===== src/hdl/ncl_pkg.sv =====
// ----------------------------------------------------------------------------
// Noise channel package
// Shared constants, codes and helper functions for the noise channel block.
// ----------------------------------------------------------------------------
`default_nettype none

package ncl_pkg;

  // Default bus address of the first of the four channel registers.
  localparam int unsigned BASE_ADDRESS_DEFAULT = 65312;

  localparam int unsigned COUNT_W = 22;
  localparam int unsigned SHIFT_W = 15;

  // Item opcodes.
  localparam logic [1:0] OP_READ  = 2'd0;
  localparam logic [1:0] OP_WRITE = 2'd1;
  localparam logic [1:0] OP_TICK  = 2'd2;

  // Register offsets from the base address.
  localparam logic [1:0] REG_LENGTH   = 2'd0;
  localparam logic [1:0] REG_ENVELOPE = 2'd1;
  localparam logic [1:0] REG_POLY     = 2'd2;
  localparam logic [1:0] REG_CONTROL  = 2'd3;

  localparam logic [SHIFT_W-1:0] SHIFT_SEED    = 15'h7FFF;
  localparam logic [COUNT_W-1:0] COUNT_RESET   = 22'd8;
  localparam logic [7:0]         TRIGGER_MASK  = 8'h80;
  localparam logic [7:0]         WIDTH_MODE    = 8'h08;

  typedef logic [6:0] divisor_t;
  localparam divisor_t DIVISORS [8] = '{
    7'd8, 7'd16, 7'd32, 7'd48, 7'd64, 7'd80, 7'd96, 7'd112
  };

  // Status of the remainder unit.
  typedef struct packed {
    logic busy;
    logic done;
  } rem_status_t;

  // Timer period selected by the poly register.
  function automatic logic [COUNT_W-1:0] period_of(input logic [7:0] poly);
    logic [COUNT_W-1:0] base;
    base = {{(COUNT_W-7){1'b0}}, DIVISORS[poly[2:0]]};
    return base << poly[7:4];
  endfunction

  // One step of the shift register, with the optional 7-bit width mode.
  function automatic logic [SHIFT_W-1:0] lfsr_step(input logic [SHIFT_W-1:0] s,
                                                   input logic short_mode);
    logic fb;
    logic [SHIFT_W-1:0] n;
    fb = s[0] ^ s[1];
    n  = {fb, s[SHIFT_W-1:1]};
    if (short_mode) begin
      n = {8'd0, fb, n[5:0]};
    end
    return n;
  endfunction

endpackage

`default_nettype wire


===== src/hdl/ncl_in_if.sv =====
// ----------------------------------------------------------------------------
// Noise channel request interface
// Valid/ready channel carrying one register access or time tick.
// ----------------------------------------------------------------------------
`default_nettype none

interface ncl_in_if;
  logic        valid;
  logic        ready;
  logic [1:0]  opcode;
  logic [15:0] bus_address;
  logic [7:0]  write_data;
  logic [7:0]  tick_count;

  modport source (output valid, output opcode, output bus_address,
                  output write_data, output tick_count, input ready);
  modport sink   (input valid, input opcode, input bus_address,
                  input write_data, input tick_count, output ready);
endinterface

`default_nettype wire


===== src/hdl/ncl_out_if.sv =====
// ----------------------------------------------------------------------------
// Noise channel response interface
// Valid/ready channel carrying one result per request.
// ----------------------------------------------------------------------------
`default_nettype none

interface ncl_out_if;
  logic       valid;
  logic       ready;
  logic [7:0] read_data;
  logic       address_hit;
  logic       noise_bit;
  logic       trigger_pulse;

  modport source (output valid, output read_data, output address_hit,
                  output noise_bit, output trigger_pulse, input ready);
  modport sink   (input valid, input read_data, input address_hit,
                  input noise_bit, input trigger_pulse, output ready);
endinterface

`default_nettype wire


===== src/hdl/ncl_rem.sv =====
// ----------------------------------------------------------------------------
// Noise channel remainder unit
// Restoring remainder of an 8-bit count by the timer period, one bit a cycle.
// ----------------------------------------------------------------------------
`default_nettype none

module ncl_rem (
  input  wire logic                         clk,
  input  wire logic                         rst,
  input  wire logic                         start,
  input  wire logic [7:0]                   dividend,
  input  wire logic [ncl_pkg::COUNT_W-1:0]  divisor,
  output ncl_pkg::rem_status_t              status,
  output logic [7:0]                        remainder
);

  logic       busy;
  logic       done;
  logic [2:0] count;
  logic [7:0] bits;
  logic [7:0] r;

  logic [8:0] trial;
  logic       fits;

  // The partial remainder stays below the divisor, so one compare and
  // subtract per bit is enough.
  assign trial = {r, bits[7]};
  assign fits  = {{(ncl_pkg::COUNT_W-9){1'b0}}, trial} >= divisor;

  always_ff @(posedge clk) begin
    if (rst) begin
      busy  <= 1'b0;
      done  <= 1'b0;
      count <= 3'd0;
    end else begin
      done <= 1'b0;
      if (start) begin
        busy  <= 1'b1;
        count <= 3'd0;
        bits  <= dividend;
        r     <= 8'd0;
      end else if (busy) begin
        bits  <= {bits[6:0], 1'b0};
        r     <= fits ? 8'(trial - divisor[8:0]) : trial[7:0];
        count <= count + 3'd1;
        if (count == 3'd7) begin
          busy <= 1'b0;
          done <= 1'b1;
        end
      end
    end
  end

  assign status    = '{busy: busy, done: done};
  assign remainder = r;

`ifndef NO_ASSERTIONS
  a_done_after_busy: assert property (@(posedge clk) disable iff (rst)
    done |-> $past(busy)) else $error("remainder done without a running divide");
  a_rem_below_div: assert property (@(posedge clk) disable iff (rst)
    busy && !$past(start) |-> {{(ncl_pkg::COUNT_W-8){1'b0}}, r} < divisor)
    else $error("partial remainder reached the divisor");
  a_no_restart: assert property (@(posedge clk) disable iff (rst)
    busy |-> !start) else $error("divide started while busy");
`endif

endmodule

`default_nettype wire


===== src/hdl/noise_channel_lfsr_timer.sv =====
// ----------------------------------------------------------------------------
// Noise channel LFSR and timer
// Register file, 15-bit noise shift register and period countdown timer.
// ----------------------------------------------------------------------------
//  Channel    Direction  Handshake     Payload
//  request    in         valid/ready   opcode, bus_address, write_data,
//                                      tick_count
//  response   out        valid/ready   read_data, address_hit, noise_bit,
//                                      trigger_pulse
//
// Reads, writes and ticks that do not reach the timer go from S_IDLE to S_DONE.
// A tick that reaches the timer passes S_DIVIDE first: the reload remainder
// comes from a compare-and-subtract unit working one bit per cycle.
// Synchronous reset clears the registers, seeds the shift register and
// loads the countdown with the period for a zero poly register.
// A finished result waits in the output register; the next transaction is
// taken meanwhile and holds in its final state until the register frees.
// ----------------------------------------------------------------------------
`default_nettype none

module noise_channel_lfsr_timer #(
  parameter int unsigned BASE_ADDRESS = ncl_pkg::BASE_ADDRESS_DEFAULT
) (
  input  wire logic    clk,
  input  wire logic    rst,
  ncl_in_if.sink       request,
  ncl_out_if.source    response
);

  localparam logic [1:0] S_IDLE   = 2'd0;
  localparam logic [1:0] S_DIVIDE = 2'd1;
  localparam logic [1:0] S_DONE   = 2'd2;

  logic [1:0] state;

  logic [7:0] length_reg;
  logic [7:0] envelope_reg;
  logic [7:0] poly_reg;
  logic [7:0] control_reg;
  logic [ncl_pkg::SHIFT_W-1:0] noise_shift;
  logic [ncl_pkg::COUNT_W-1:0] countdown;

  logic [7:0] res_read_data;
  logic       res_hit;
  logic       res_trigger;

  logic       out_valid;
  logic [7:0] out_read_data;
  logic       out_hit;
  logic       out_noise;
  logic       out_trigger;
  logic       out_load;

  logic                        accept;
  logic [16:0]                 offset;
  logic                        in_range;
  logic [1:0]                  sel;
  logic [7:0]                  sel_data;
  logic                        read_hit;
  logic                        access_hit;
  logic                        trigger_write;
  logic [ncl_pkg::COUNT_W-1:0] period;
  logic [ncl_pkg::COUNT_W-1:0] clocks;
  logic                        reached;
  logic                        tick_reached;
  logic                        rem_start;
  logic [7:0]                  overshoot;
  ncl_pkg::rem_status_t        rem_status;
  logic [7:0]                  rem_value;

  assign accept   = request.valid && request.ready;
  assign offset   = {1'b0, request.bus_address} - 17'(BASE_ADDRESS);
  assign in_range = (offset[16:2] == 15'd0);
  assign sel      = offset[1:0];
  assign period   = ncl_pkg::period_of(poly_reg);
  assign clocks   = {{(ncl_pkg::COUNT_W-8){1'b0}}, request.tick_count};
  assign reached  = clocks >= countdown;
  // Only used when the count reached the timer, so countdown fits 8 bits.
  assign overshoot = request.tick_count - countdown[7:0];

  assign read_hit      = (request.opcode == ncl_pkg::OP_READ) && in_range;
  assign access_hit    = ((request.opcode == ncl_pkg::OP_READ) ||
                          (request.opcode == ncl_pkg::OP_WRITE)) && in_range;
  assign trigger_write = (request.opcode == ncl_pkg::OP_WRITE) && in_range &&
                         (sel == ncl_pkg::REG_CONTROL) &&
                         ((request.write_data & ncl_pkg::TRIGGER_MASK) != 8'd0);
  assign tick_reached  = (request.opcode == ncl_pkg::OP_TICK) && reached;
  assign rem_start     = accept && tick_reached;
  assign out_load      = (state == S_DONE) && (!out_valid || response.ready);

  always_comb begin
    case (sel)
      ncl_pkg::REG_LENGTH:   sel_data = length_reg;
      ncl_pkg::REG_ENVELOPE: sel_data = envelope_reg;
      ncl_pkg::REG_POLY:     sel_data = poly_reg;
      default:               sel_data = control_reg;
    endcase
  end

  ncl_rem u_rem (
    .clk       (clk),
    .rst       (rst),
    .start     (rem_start),
    .dividend  (overshoot),
    .divisor   (period),
    .status    (rem_status),
    .remainder (rem_value)
  );

  always_ff @(posedge clk) begin
    if (rst) begin
      state        <= S_IDLE;
      length_reg   <= 8'd0;
      envelope_reg <= 8'd0;
      poly_reg     <= 8'd0;
      control_reg  <= 8'd0;
      noise_shift  <= ncl_pkg::SHIFT_SEED;
      countdown    <= ncl_pkg::COUNT_RESET;
      out_valid    <= 1'b0;
    end else begin
      if (out_load) begin
        out_valid <= 1'b1;
      end else if (response.valid && response.ready) begin
        out_valid <= 1'b0;
      end
      case (state)
        S_IDLE: begin
          if (accept) begin
            res_read_data <= read_hit ? sel_data : 8'd0;
            res_hit       <= access_hit;
            res_trigger   <= trigger_write;
            state         <= tick_reached ? S_DIVIDE : S_DONE;
            case (request.opcode)
              ncl_pkg::OP_WRITE: begin
                if (in_range) begin
                  case (sel)
                    ncl_pkg::REG_LENGTH:   length_reg   <= request.write_data;
                    ncl_pkg::REG_ENVELOPE: envelope_reg <= request.write_data;
                    ncl_pkg::REG_POLY:     poly_reg     <= request.write_data;
                    default: begin
                      control_reg <= request.write_data;
                      if (trigger_write) begin
                        countdown   <= period;
                        noise_shift <= ncl_pkg::SHIFT_SEED;
                      end
                    end
                  endcase
                end
              end
              ncl_pkg::OP_TICK: begin
                if (reached) begin
                  noise_shift <= ncl_pkg::lfsr_step(noise_shift,
                    (poly_reg & ncl_pkg::WIDTH_MODE) != 8'd0);
                end else begin
                  countdown <= countdown - clocks;
                end
              end
              default: ;
            endcase
          end
        end
        S_DIVIDE: begin
          if (rem_status.done) begin
            countdown <= period - {{(ncl_pkg::COUNT_W-8){1'b0}}, rem_value};
            state     <= S_DONE;
          end
        end
        S_DONE: begin
          if (out_load) begin
            out_read_data <= res_read_data;
            out_hit       <= res_hit;
            out_noise     <= ~noise_shift[0];
            out_trigger   <= res_trigger;
            state         <= S_IDLE;
          end
        end
        default: state <= S_IDLE;
      endcase
    end
  end

  assign request.ready          = (state == S_IDLE);
  assign response.valid         = out_valid;
  assign response.read_data     = out_read_data;
  assign response.address_hit   = out_hit;
  assign response.noise_bit     = out_noise;
  assign response.trigger_pulse = out_trigger;

`ifndef NO_ASSERTIONS
  a_countdown_nonzero: assert property (@(posedge clk) disable iff (rst)
    countdown != '0) else $error("countdown reached zero");
  a_ready_unit_idle: assert property (@(posedge clk) disable iff (rst)
    request.ready |-> !rem_status.busy) else $error("ready while divide runs");
  a_trigger_hits: assert property (@(posedge clk) disable iff (rst)
    response.valid && response.trigger_pulse |-> response.address_hit)
    else $error("trigger reported without an address hit");
  a_divide_started: assert property (@(posedge clk) disable iff (rst)
    state == S_DIVIDE |-> rem_status.busy || rem_status.done)
    else $error("waiting for a divide that is not running");
`endif

endmodule

`default_nettype wire


===== src/flat_wrapper.sv =====
// flat-port wrapper written by rule: the top's interface ports become plain ports
module noise_channel_lfsr_timer_flat 
#(
  parameter int unsigned BASE_ADDRESS = ncl_pkg::BASE_ADDRESS_DEFAULT
)
  (clk, rst, request_valid, request_opcode, request_bus_address, request_write_data, request_tick_count, request_ready, response_valid, response_read_data, response_address_hit, response_noise_bit, response_trigger_pulse, response_ready);
  ncl_in_if request_i ();
  ncl_out_if response_i ();
  input  wire logic clk;
  input  wire logic rst;
  input wire logic [$bits(request_i.valid)-1:0] request_valid;
  input wire logic [$bits(request_i.opcode)-1:0] request_opcode;
  input wire logic [$bits(request_i.bus_address)-1:0] request_bus_address;
  input wire logic [$bits(request_i.write_data)-1:0] request_write_data;
  input wire logic [$bits(request_i.tick_count)-1:0] request_tick_count;
  output wire logic [$bits(request_i.ready)-1:0] request_ready;
  output wire logic [$bits(response_i.valid)-1:0] response_valid;
  output wire logic [$bits(response_i.read_data)-1:0] response_read_data;
  output wire logic [$bits(response_i.address_hit)-1:0] response_address_hit;
  output wire logic [$bits(response_i.noise_bit)-1:0] response_noise_bit;
  output wire logic [$bits(response_i.trigger_pulse)-1:0] response_trigger_pulse;
  input wire logic [$bits(response_i.ready)-1:0] response_ready;
  assign request_i.valid = request_valid;
  assign request_i.opcode = request_opcode;
  assign request_i.bus_address = request_bus_address;
  assign request_i.write_data = request_write_data;
  assign request_i.tick_count = request_tick_count;
  assign request_ready = request_i.ready;
  assign response_valid = response_i.valid;
  assign response_read_data = response_i.read_data;
  assign response_address_hit = response_i.address_hit;
  assign response_noise_bit = response_i.noise_bit;
  assign response_trigger_pulse = response_i.trigger_pulse;
  assign response_i.ready = response_ready;
  noise_channel_lfsr_timer #(.BASE_ADDRESS(BASE_ADDRESS)) u_core (.clk(clk), .rst(rst), .request(request_i), .response(response_i));
endmodule

===== config.mk =====
export PLATFORM = sky130hd
export DESIGN_NAME = noise_channel_lfsr_timer_flat
export DESIGN_NICKNAME = d
export VERILOG_FILES = /design/src/hdl/ncl_pkg.sv /design/src/hdl/ncl_in_if.sv /design/src/hdl/ncl_out_if.sv /design/src/hdl/ncl_rem.sv /design/src/hdl/noise_channel_lfsr_timer.sv /design/src/flat_wrapper.sv
export SDC_FILE = /design/constraint.sdc
export NUM_CORES = 1
export LEC_CHECK = 0
export BUFFER_PORTS_ARGS = -buffer_cell sky130_fd_sc_hd__buf_4
export CAP_MARGIN = 20
export CELL_PAD_IN_SITES_DETAIL_PLACEMENT = 1
export CELL_PAD_IN_SITES_GLOBAL_PLACEMENT = 2
export CORE_MARGIN = 8
export CORE_UTILIZATION = 30
export DETAILED_ROUTE_END_ITERATION = 10
export PLACE_DENSITY = 0.75
export SYNTH_ARGS = -nofsm -noshare
export SYNTH_HDL_FRONTEND = slang
export SYNTH_SLANG_ARGS = --single-unit

===== constraint.sdc =====
create_clock -name clk -period 4.8 [get_ports clk]
set_input_delay 0.72 -clock clk [delete_from_list [all_inputs] [get_ports clk]]
set_output_delay 0.72 -clock clk [all_outputs]
set_load 0.005 [all_outputs]

==> results by group, run 1 <==
Synthesis
  – Post-synth EDFFs: 37
  – Synth warnings: 0
  – Most area-consuming cells after synthesis: dfxtp_1, edfxtp_1, ha_1, nand2_1, a21oi_1
  – Largest family of logic cells by synthesized area: simple AND/OR/NAND/NOR gates
  – Synth area leader: dfxtp_1
  – Top FF cell, synth: dfxtp_1
  – Seq/Total Area, Yosys: 36.8%
  – FFs w/ async S/R, synth: 0%
  – Net Count, Synth: 907
  – Simple-gate share of the synthesized area: between 20 and 25%
  – Synth cell count leaders: nand2_1, dfxtp_1, nor2_1
  – Mapped Cells: 834
  – Post-Synth XOR/XNOR Area: approximately 3.2%
  – Top-count cell post-synth: nand2_1
  – Compound-Gate Fraction of Synth Area: 19.8%
  – Syn avg cell area: 8.65 sq um
  – Mux contribution to synthesized area: 6.50%
  – Seq cells post-synth: roughly 110
  – Syn Std Cell Area: about 7200 sq um
  – Unique cell type count in the Yosys netlist: 76
  – Adder-cell share of the synthesized area: 6.28%
  – Top cell type's share of synthesized area: between 20% and 30%

Worst hold path
  – Worst hold path class: reg -> reg

Placement
  – Dpl cell area: 7910 sq um
  – Buffers on Ports: 50
  – Dpl cells: 1165
  – Final GP Congestion: slightly below 0.8
  – Dpl hpwl: roughly 16000 microns

Power
  – Pwr Density: between 300 and 400 nW/um^2
  – Peak VDD IR: about 0.15 mV
  – Leakage power: roughly 3.3 nW

Floorplan
  – Num ports: 51
  – DIE AREA: 29300 sq um
  – Site row count: 56
  – Die Width: 171 microns
  – Initial core utilization: a little under a third
  – Core area: between 20000 and 25000 sq um
  – Die H: 171 microns

Cells and area
  – Share of cells above drive strength 1: between 10% and 20%
  – Fin cells: 1199
  – Largest Register: u_core.countdown
  – Max reg flops: 22
  – Post-layout net count: 939
  – Final instance area: about 8500 sq um
  – Largest regs: u_core.countdown (22), u_core.noise_shift (15)
  – Area Growth Syn to Fin: 17.9%

Global route
  – GR Overflow Total: 0
  – First-pass GRT wire length: roughly 35000 microns
  – Largest net degree at the start of global routing: around 70
  – Global Route Usage Sum: about 15%
  – Initial antenna violation count: 0
  – Vias in the first global route: between 6000 and 7000

Critical path
  – CP max-delay cell: dfxtp_1
  – Critical path class: reg -> reg
  – Family with the most delay on the worst path: simple AND/OR/NAND/NOR gates
  – Critical Path Source Type: register
  – Critical Path RT: ~5.1 ns
  – Crit. End Element: register
  – CP max FO: 16
  – WP buf/inv: 2
  – Critical Path Most Common Cell: nor3_1
  – Critical path, cell by cell: buf_4 -> nor3_1 -> nand3_1 -> inv_1 -> ha_1 -> and3b_1 -> o21ai_0 -> a21oi_1 -> nor3_1 -> nand2_1 -> or4_1 -> a311oi_1
  – CP peak stage delay: roughly 0.51 ns
  – CP Data Arrival Time: 4.19 ns

Detailed routing
  – Post-route ant nets: 0
  – DRC: 0
  – Drt pass-1 iters: 6
  – Total Wirelength: about 22000 microns
  – Initial drt markers: 366
  – Via count: roughly 6200
  – Routed WL per cell: about 18 microns
  – Vias per cell: between 5 and 6

Timing
  – Worst clock skew: around 0.016 ns
  – Final Cycle Share: around 80%
  – Rel. slew slack: slightly above 30%
  – Highest clock rate: roughly 260 MHz
  – RSZ-0062 raised after global routing: no
  – # setup viols final: 0
  – Setup TNS Final: 0 ns
  – Final Max Tran Viols: 0
  – Final Hold Vio Count: 0
  – Min Tclk post-route: 3.86 ns
  – Worst slew pin tran: 1.04 ns

Run
  – Max Cap Violations: 0

Clock tree
  – CTS Root Cell: clkbuf_16
  – CTS resizes: 0
  – Hold-fix buffers, CTS: 0
  – CTS sink count: approximately 110
  – Clock slew at reported path FFs: 0.06 ns
  – TritonCTS clock tree: yes
  – CTS Buffer Depth: 2
  – Num CTS Buffers: 17
  – H-tree depth: 4
  – Postcts setup bufs: 0
  – Worst-Skew Late Latency: ~0.42 ns

Outcome
  – Outcome: finished clean
[area by class of cell]
class	instances	area (sq um)
Clock buffer	18	450
Fill cell	2800	15000
Inverter	40	150
Clock inverter	14	129
Antenna cell	1	2.50
Timing Repair Buffer	70	533
Tap cell	319	399
Sequential cell	114	2650
Multi-Input combinational cell	623	4190
[metal layers]
metal  share of wire (%)  vias to the layer above  wire (microns)  global-route usage [%]
li1                    -                     3097               -                       -
met1                  51                     3018           11000                    21.3
met2                  45                       87            9800                    23.2
met3                 2.7                       17             576                    2.90
met4                 1.2                        0             251                    4.46
met5                   0                        -               0                       0
[logic make-up after synthesis]
| kind of cell | after synthesis |
|---|---|
| flip-flops | 114 |
| XOR/XNOR | 26 |
| AND/OR/NAND/NOR | 314 |
| multiplexers | 35 |
| adder cells (fa/ha/maj) | 35 |
| buffers and inverters | 97 |
| AO/OA/AOI/OAI | 213 |
[worst reg2reg max path, cell delays in order, from the launching register on]
cell      delay (ns)
dfxtp_1         0.51
buf_4           0.27
nor3_1          0.29
nand3_1         0.27
inv_1           0.11
ha_1            0.26
and3b_1         0.20
o21ai_0         0.31
a21oi_1         0.22
nor3_1          0.46
nand2_1         0.18
or4_1           0.42
a311oi_1        0.25
[path summary, 6_finish.rpt]
kind,to,from,slack [ns],cells after the start
worst max-delay path,u_core.countdown[12],u_core.poly_reg[4],0.94,12
worst min-delay path,u_core.response.read_data[0],u_core.res_read_data[0],0.42,0
worst max register to register,u_core.countdown[12],u_core.poly_reg[4],0.94,12
worst min register to register,u_core.response.read_data[0],u_core.res_read_data[0],0.42,0
[metrics by stage]
stage | total power [mW] | utilization [%] | setup slack [ns] | hold slack [ns]
final | 2.69 | 36.1 | 0.942 | 0.421
after CTS | 2.72 | 36.1 | 0.930 | 0.424
after global routing | 2.81 | 36.1 | 0.611 | 0.431
after floorplan | 1.32 | - | 0.845 | 0.400
after global placement | 1.44 | 33.6 | 0.805 | 0.402
after detailed placement | 1.44 | 33.6 | 0.763 | 0.409
[layout by cell type (no fill, tap or decap), drive strengths merged, types with 10 or more instances in the layout]
cell type / instances
or3: 13
and3: 12
a211oi: 12
dfxtp: 77
mux2i: 24
xor2: 14
clkbuf: 18
buf: 70
nand2b: 19
and2: 10
a21oi: 59
nor2: 64
edfxtp: 37
o211ai: 11
nor3: 41
nand3: 10
o21ai: 51
nor2b: 14
inv: 51
nand2: 83
xnor2: 12
ha: 33
[where the power goes]
group	switching, mW	total [mW]	leakage [nW]	internal (mW)
Sequential	0.0261	1.06	0.967	1.03
Combinational	0.216	0.370	2.04	0.154
Clock	0.547	1.26	0.285	0.716
No activity file was read; power rests on OpenSTA's default activity.
==> run 2, diff against run 1 <==
--- a/config.mk
+++ b/config.mk
@@ -12,7 +12,7 @@
 export CORE_MARGIN = 8
 export CORE_UTILIZATION = 30
 export DETAILED_ROUTE_END_ITERATION = 10
-export PLACE_DENSITY = 0.75
+export PLACE_DENSITY = 0.78
 export SYNTH_ARGS = -nofsm -noshare
 export SYNTH_HDL_FRONTEND = slang
 export SYNTH_SLANG_ARGS = --single-unit
==> constraint.sdc (replaced) <==
create_clock -name clk -period 3.3 [get_ports clk]
set_input_delay 0.495 -clock clk [delete_from_list [all_inputs] [get_ports clk]]
set_output_delay 0.495 -clock clk [all_outputs]
set_load 0.005 [all_outputs]
==> run 2 against run 1 <==
Routed wire length rose by 1.2%. Clock skew down 0.0059 ns. Count of clock-buffer cells in the layout shrank 1. Die area did not move. Non-clock buffer count up 55. Critical path type unchanged. Highest routed layer unchanged. Register-to-register slack worse by 0.74 ns. Flip-flop and latch count is the same. Utilization grew 2.4 points. Global-route usage rose by 0.19 points. Power increased by 50%. Via count grew 4.1%.
==> results by group, run 2 (synthesis gave the netlist of run 1 again) <==
Outcome
  – Outcome: finished clean

Cells and area
  – Most common cell after layout, fill and taps aside: buf_4
  – Largest regs: u_core.countdown (22), u_core.noise_shift (15)
  – Most frequent cells in the layout: buf_4, nand2_1, dfxtp_1
  – Largest Register: u_core.countdown
  – Number of diodes: 0 (-1)
  – Max reg flops: 22 (unchanged)
  – Area Growth Syn to Fin: 25.7%
  – Post-layout net count: 994 (+5.9%)
  – Final Util: 38.5% (+2.4 points)
  – Share of cells above drive strength 1: 21.8% (+6.6 points)

Detailed routing
  – Routed WL per cell: 17.5 microns (-3.1%)
  – Total Wirelength: 21900 microns (+1.2%)
  – Via count: 6471 (+4.1%)
  – Drt pass-1 iters: 5 (-1)
  – Post-route ant nets: 0 (unchanged)
  – DRC: 0 (unchanged)
  – Vias per cell: 5.16 (-0.43%)
  – Initial drt markers: 469 (+28%)

Timing
  – Worst slew pin tran: 0.779 ns (-0.260 ns)
  – Final Hold Vio Count: 0 (unchanged)
  – Worst clock skew: 0.00959 ns (-0.00592 ns)
  – # setup viols final: 0 (unchanged)
  – Final Cycle Share: 94.0% (+14 points)
  – Final Max Tran Viols: 0 (unchanged)
  – Min Tclk post-route: 3.10 ns (-0.756 ns)
  – Setup TNS Final: 0 ns (unchanged)
  – Highest clock rate: 322 MHz (+24%)
  – RSZ-0062 raised after global routing: no
  – Rel. slew slack: 47.7% (+17 points)
  – Hold slack final: 0.340 ns (-0.0808 ns)
  – Post-route worst setup slack: 0.198 ns (-0.744 ns)

Floorplan
  – Initial core utilization: 30.7% (unchanged)
  – DIE AREA: 29300 sq um (unchanged)
  – Num ports: 51 (unchanged)
  – Die Width: 171 microns (unchanged)
  – Site row count: 56 (unchanged)
  – Die H: 171 microns (unchanged)
  – Core area: 23500 sq um (unchanged)

Placement
  – Dpl hpwl: 16400 microns (+5.0%)
  – Pre-CTS setup slack: 0.00366 ns (-0.759 ns)
  – Buffers on Ports: 50 (unchanged)
  – Final GP Congestion: 0.773 (-1.0%)

Run
  – Max Cap Violations: 0 (unchanged)

Clock tree
  – Worst-Skew Late Latency: 0.43 ns (about the same)
  – H-tree depth: 4 (unchanged)
  – CTS sink count: 114 (unchanged)
  – CTS Buffer Depth: 2 (unchanged)
  – CTS Root Cell: clkbuf_16
  – Num CTS Buffers: 17 (unchanged)
  – TritonCTS clock tree: yes
  – Clock slew at reported path FFs: 0.06 ns (about the same)

Critical path
  – CP Data Arrival Time: 3.42 ns (-0.77 ns)
  – Crit. End Element: register
  – R2r setup slk: 0.20 ns (-0.74 ns)
  – Reg2Reg Capture Point: u_core.countdown[17]
  – Critical Path Source Type: register
  – Crit path launch: u_core.poly_reg[5]
  – R2R depth: 13 (+1)
  – Crit path to: u_core.countdown[17]
  – CP max FO: 12 (-4)
  – Critical path class: reg -> reg
  – FF-to-FF Start: u_core.poly_reg[5]
  – Critical Path RT: 3.62 ns (-1.51 ns)

Power
  – Peak VDD IR: 0.306 mV (+110%)
  – Leakage power: 3.62 nW (+9.8%)
  – Pwr Density: 444 nW/um^2 (+40%)
  – Tot Pwr: 4.03 mW (+50%)

Global route
  – Global Route Usage Sum: 15.4% (+0.19 points)
  – Largest net degree at the start of global routing: 48 (-32%)
  – First-pass GRT wire length: 35500 microns (+1.6%)
  – Initial antenna violation count: 0 (unchanged)
  – Vias in the first global route: 6599 (+3.7%)
  – GR Overflow Total: 0 (unchanged)

Worst hold path
  – Worst hold path class: in -> reg
  – Min-delay src: request_write_data[4]
## run 2: where the power goes
group	internal, mW	leakage, nW	switching, mW
clock	1.14	0.296	0.774
sequential	1.50	0.970	0.0389
combinational	0.258	2.35	0.321
total	2.89	3.62	1.13
## run 2: cell type report
type | instances | area [sq um]
tap | 319 | 399
inverter | 40 | 150
timing repair buffer | 125 | 1000
fill | 2812 | 14500
clock inverter | 15 | 173
multi-input combinational | 623 | 4260
sequential | 114 | 2660
clock buffer | 17 | 425
## run 2: worst min-delay path by stage
stage                                   endpoint  slack (ns)  cells after the start
floorplan            u_core.response.address_hit        0.40                      0
global placement    u_core.response.read_data[7]        0.41                      0
detailed placement  u_core.response.read_data[1]        0.41                      0
CTS                       u_core.envelope_reg[2]        0.32                      3
global route                u_core.length_reg[1]        0.35                      3
finish                    u_core.envelope_reg[4]        0.34                      3
## run 2: per-stage QoR
step | area (sq um) | std cells
finish | 9070 | 1253
CTS | 9000 | 1253
detailed placement | 8400 | 1221
floorplan | 7220 | 834
global placement | 8400 | 1221
global route | 9070 | 1253
## run 2: worst max-delay path, cell delays in order, from the launching register on
cell and delay (ns):
dfxtp_2 0.39, buf_4 0.20, nor3_2 0.06, nand3_1 0.14, inv_1 0.06, ha_1 0.32, or4b_2 0.63, a21oi_2 0.18
o31a_1 0.22, nor3_4 0.09, nor4b_2 0.17, buf_4 0.18, xor2_1 0.13, o211a_1 0.21
## run 2: repair_timing
item,4_1_cts,5_1_grt
resized for setup,1,20
pin swaps,0,3
setup endpoints to repair,1,20
setup buffers,0,0
hold buffers,0,0
## run 2: metal layers
metal / global-route usage [%] / vias to the layer above / share of wire [%] / wire length [microns]
li1: - / 3204 / - / -
met1: 20.6 / 3147 / 48 / 10600
met2: 24.2 / 85 / 46 / 10100
met3: 2.72 / 35 / 3.5 / 771
met4: 5.67 / 0 / 1.8 / 389
met5: 0 / - / 0 / 0
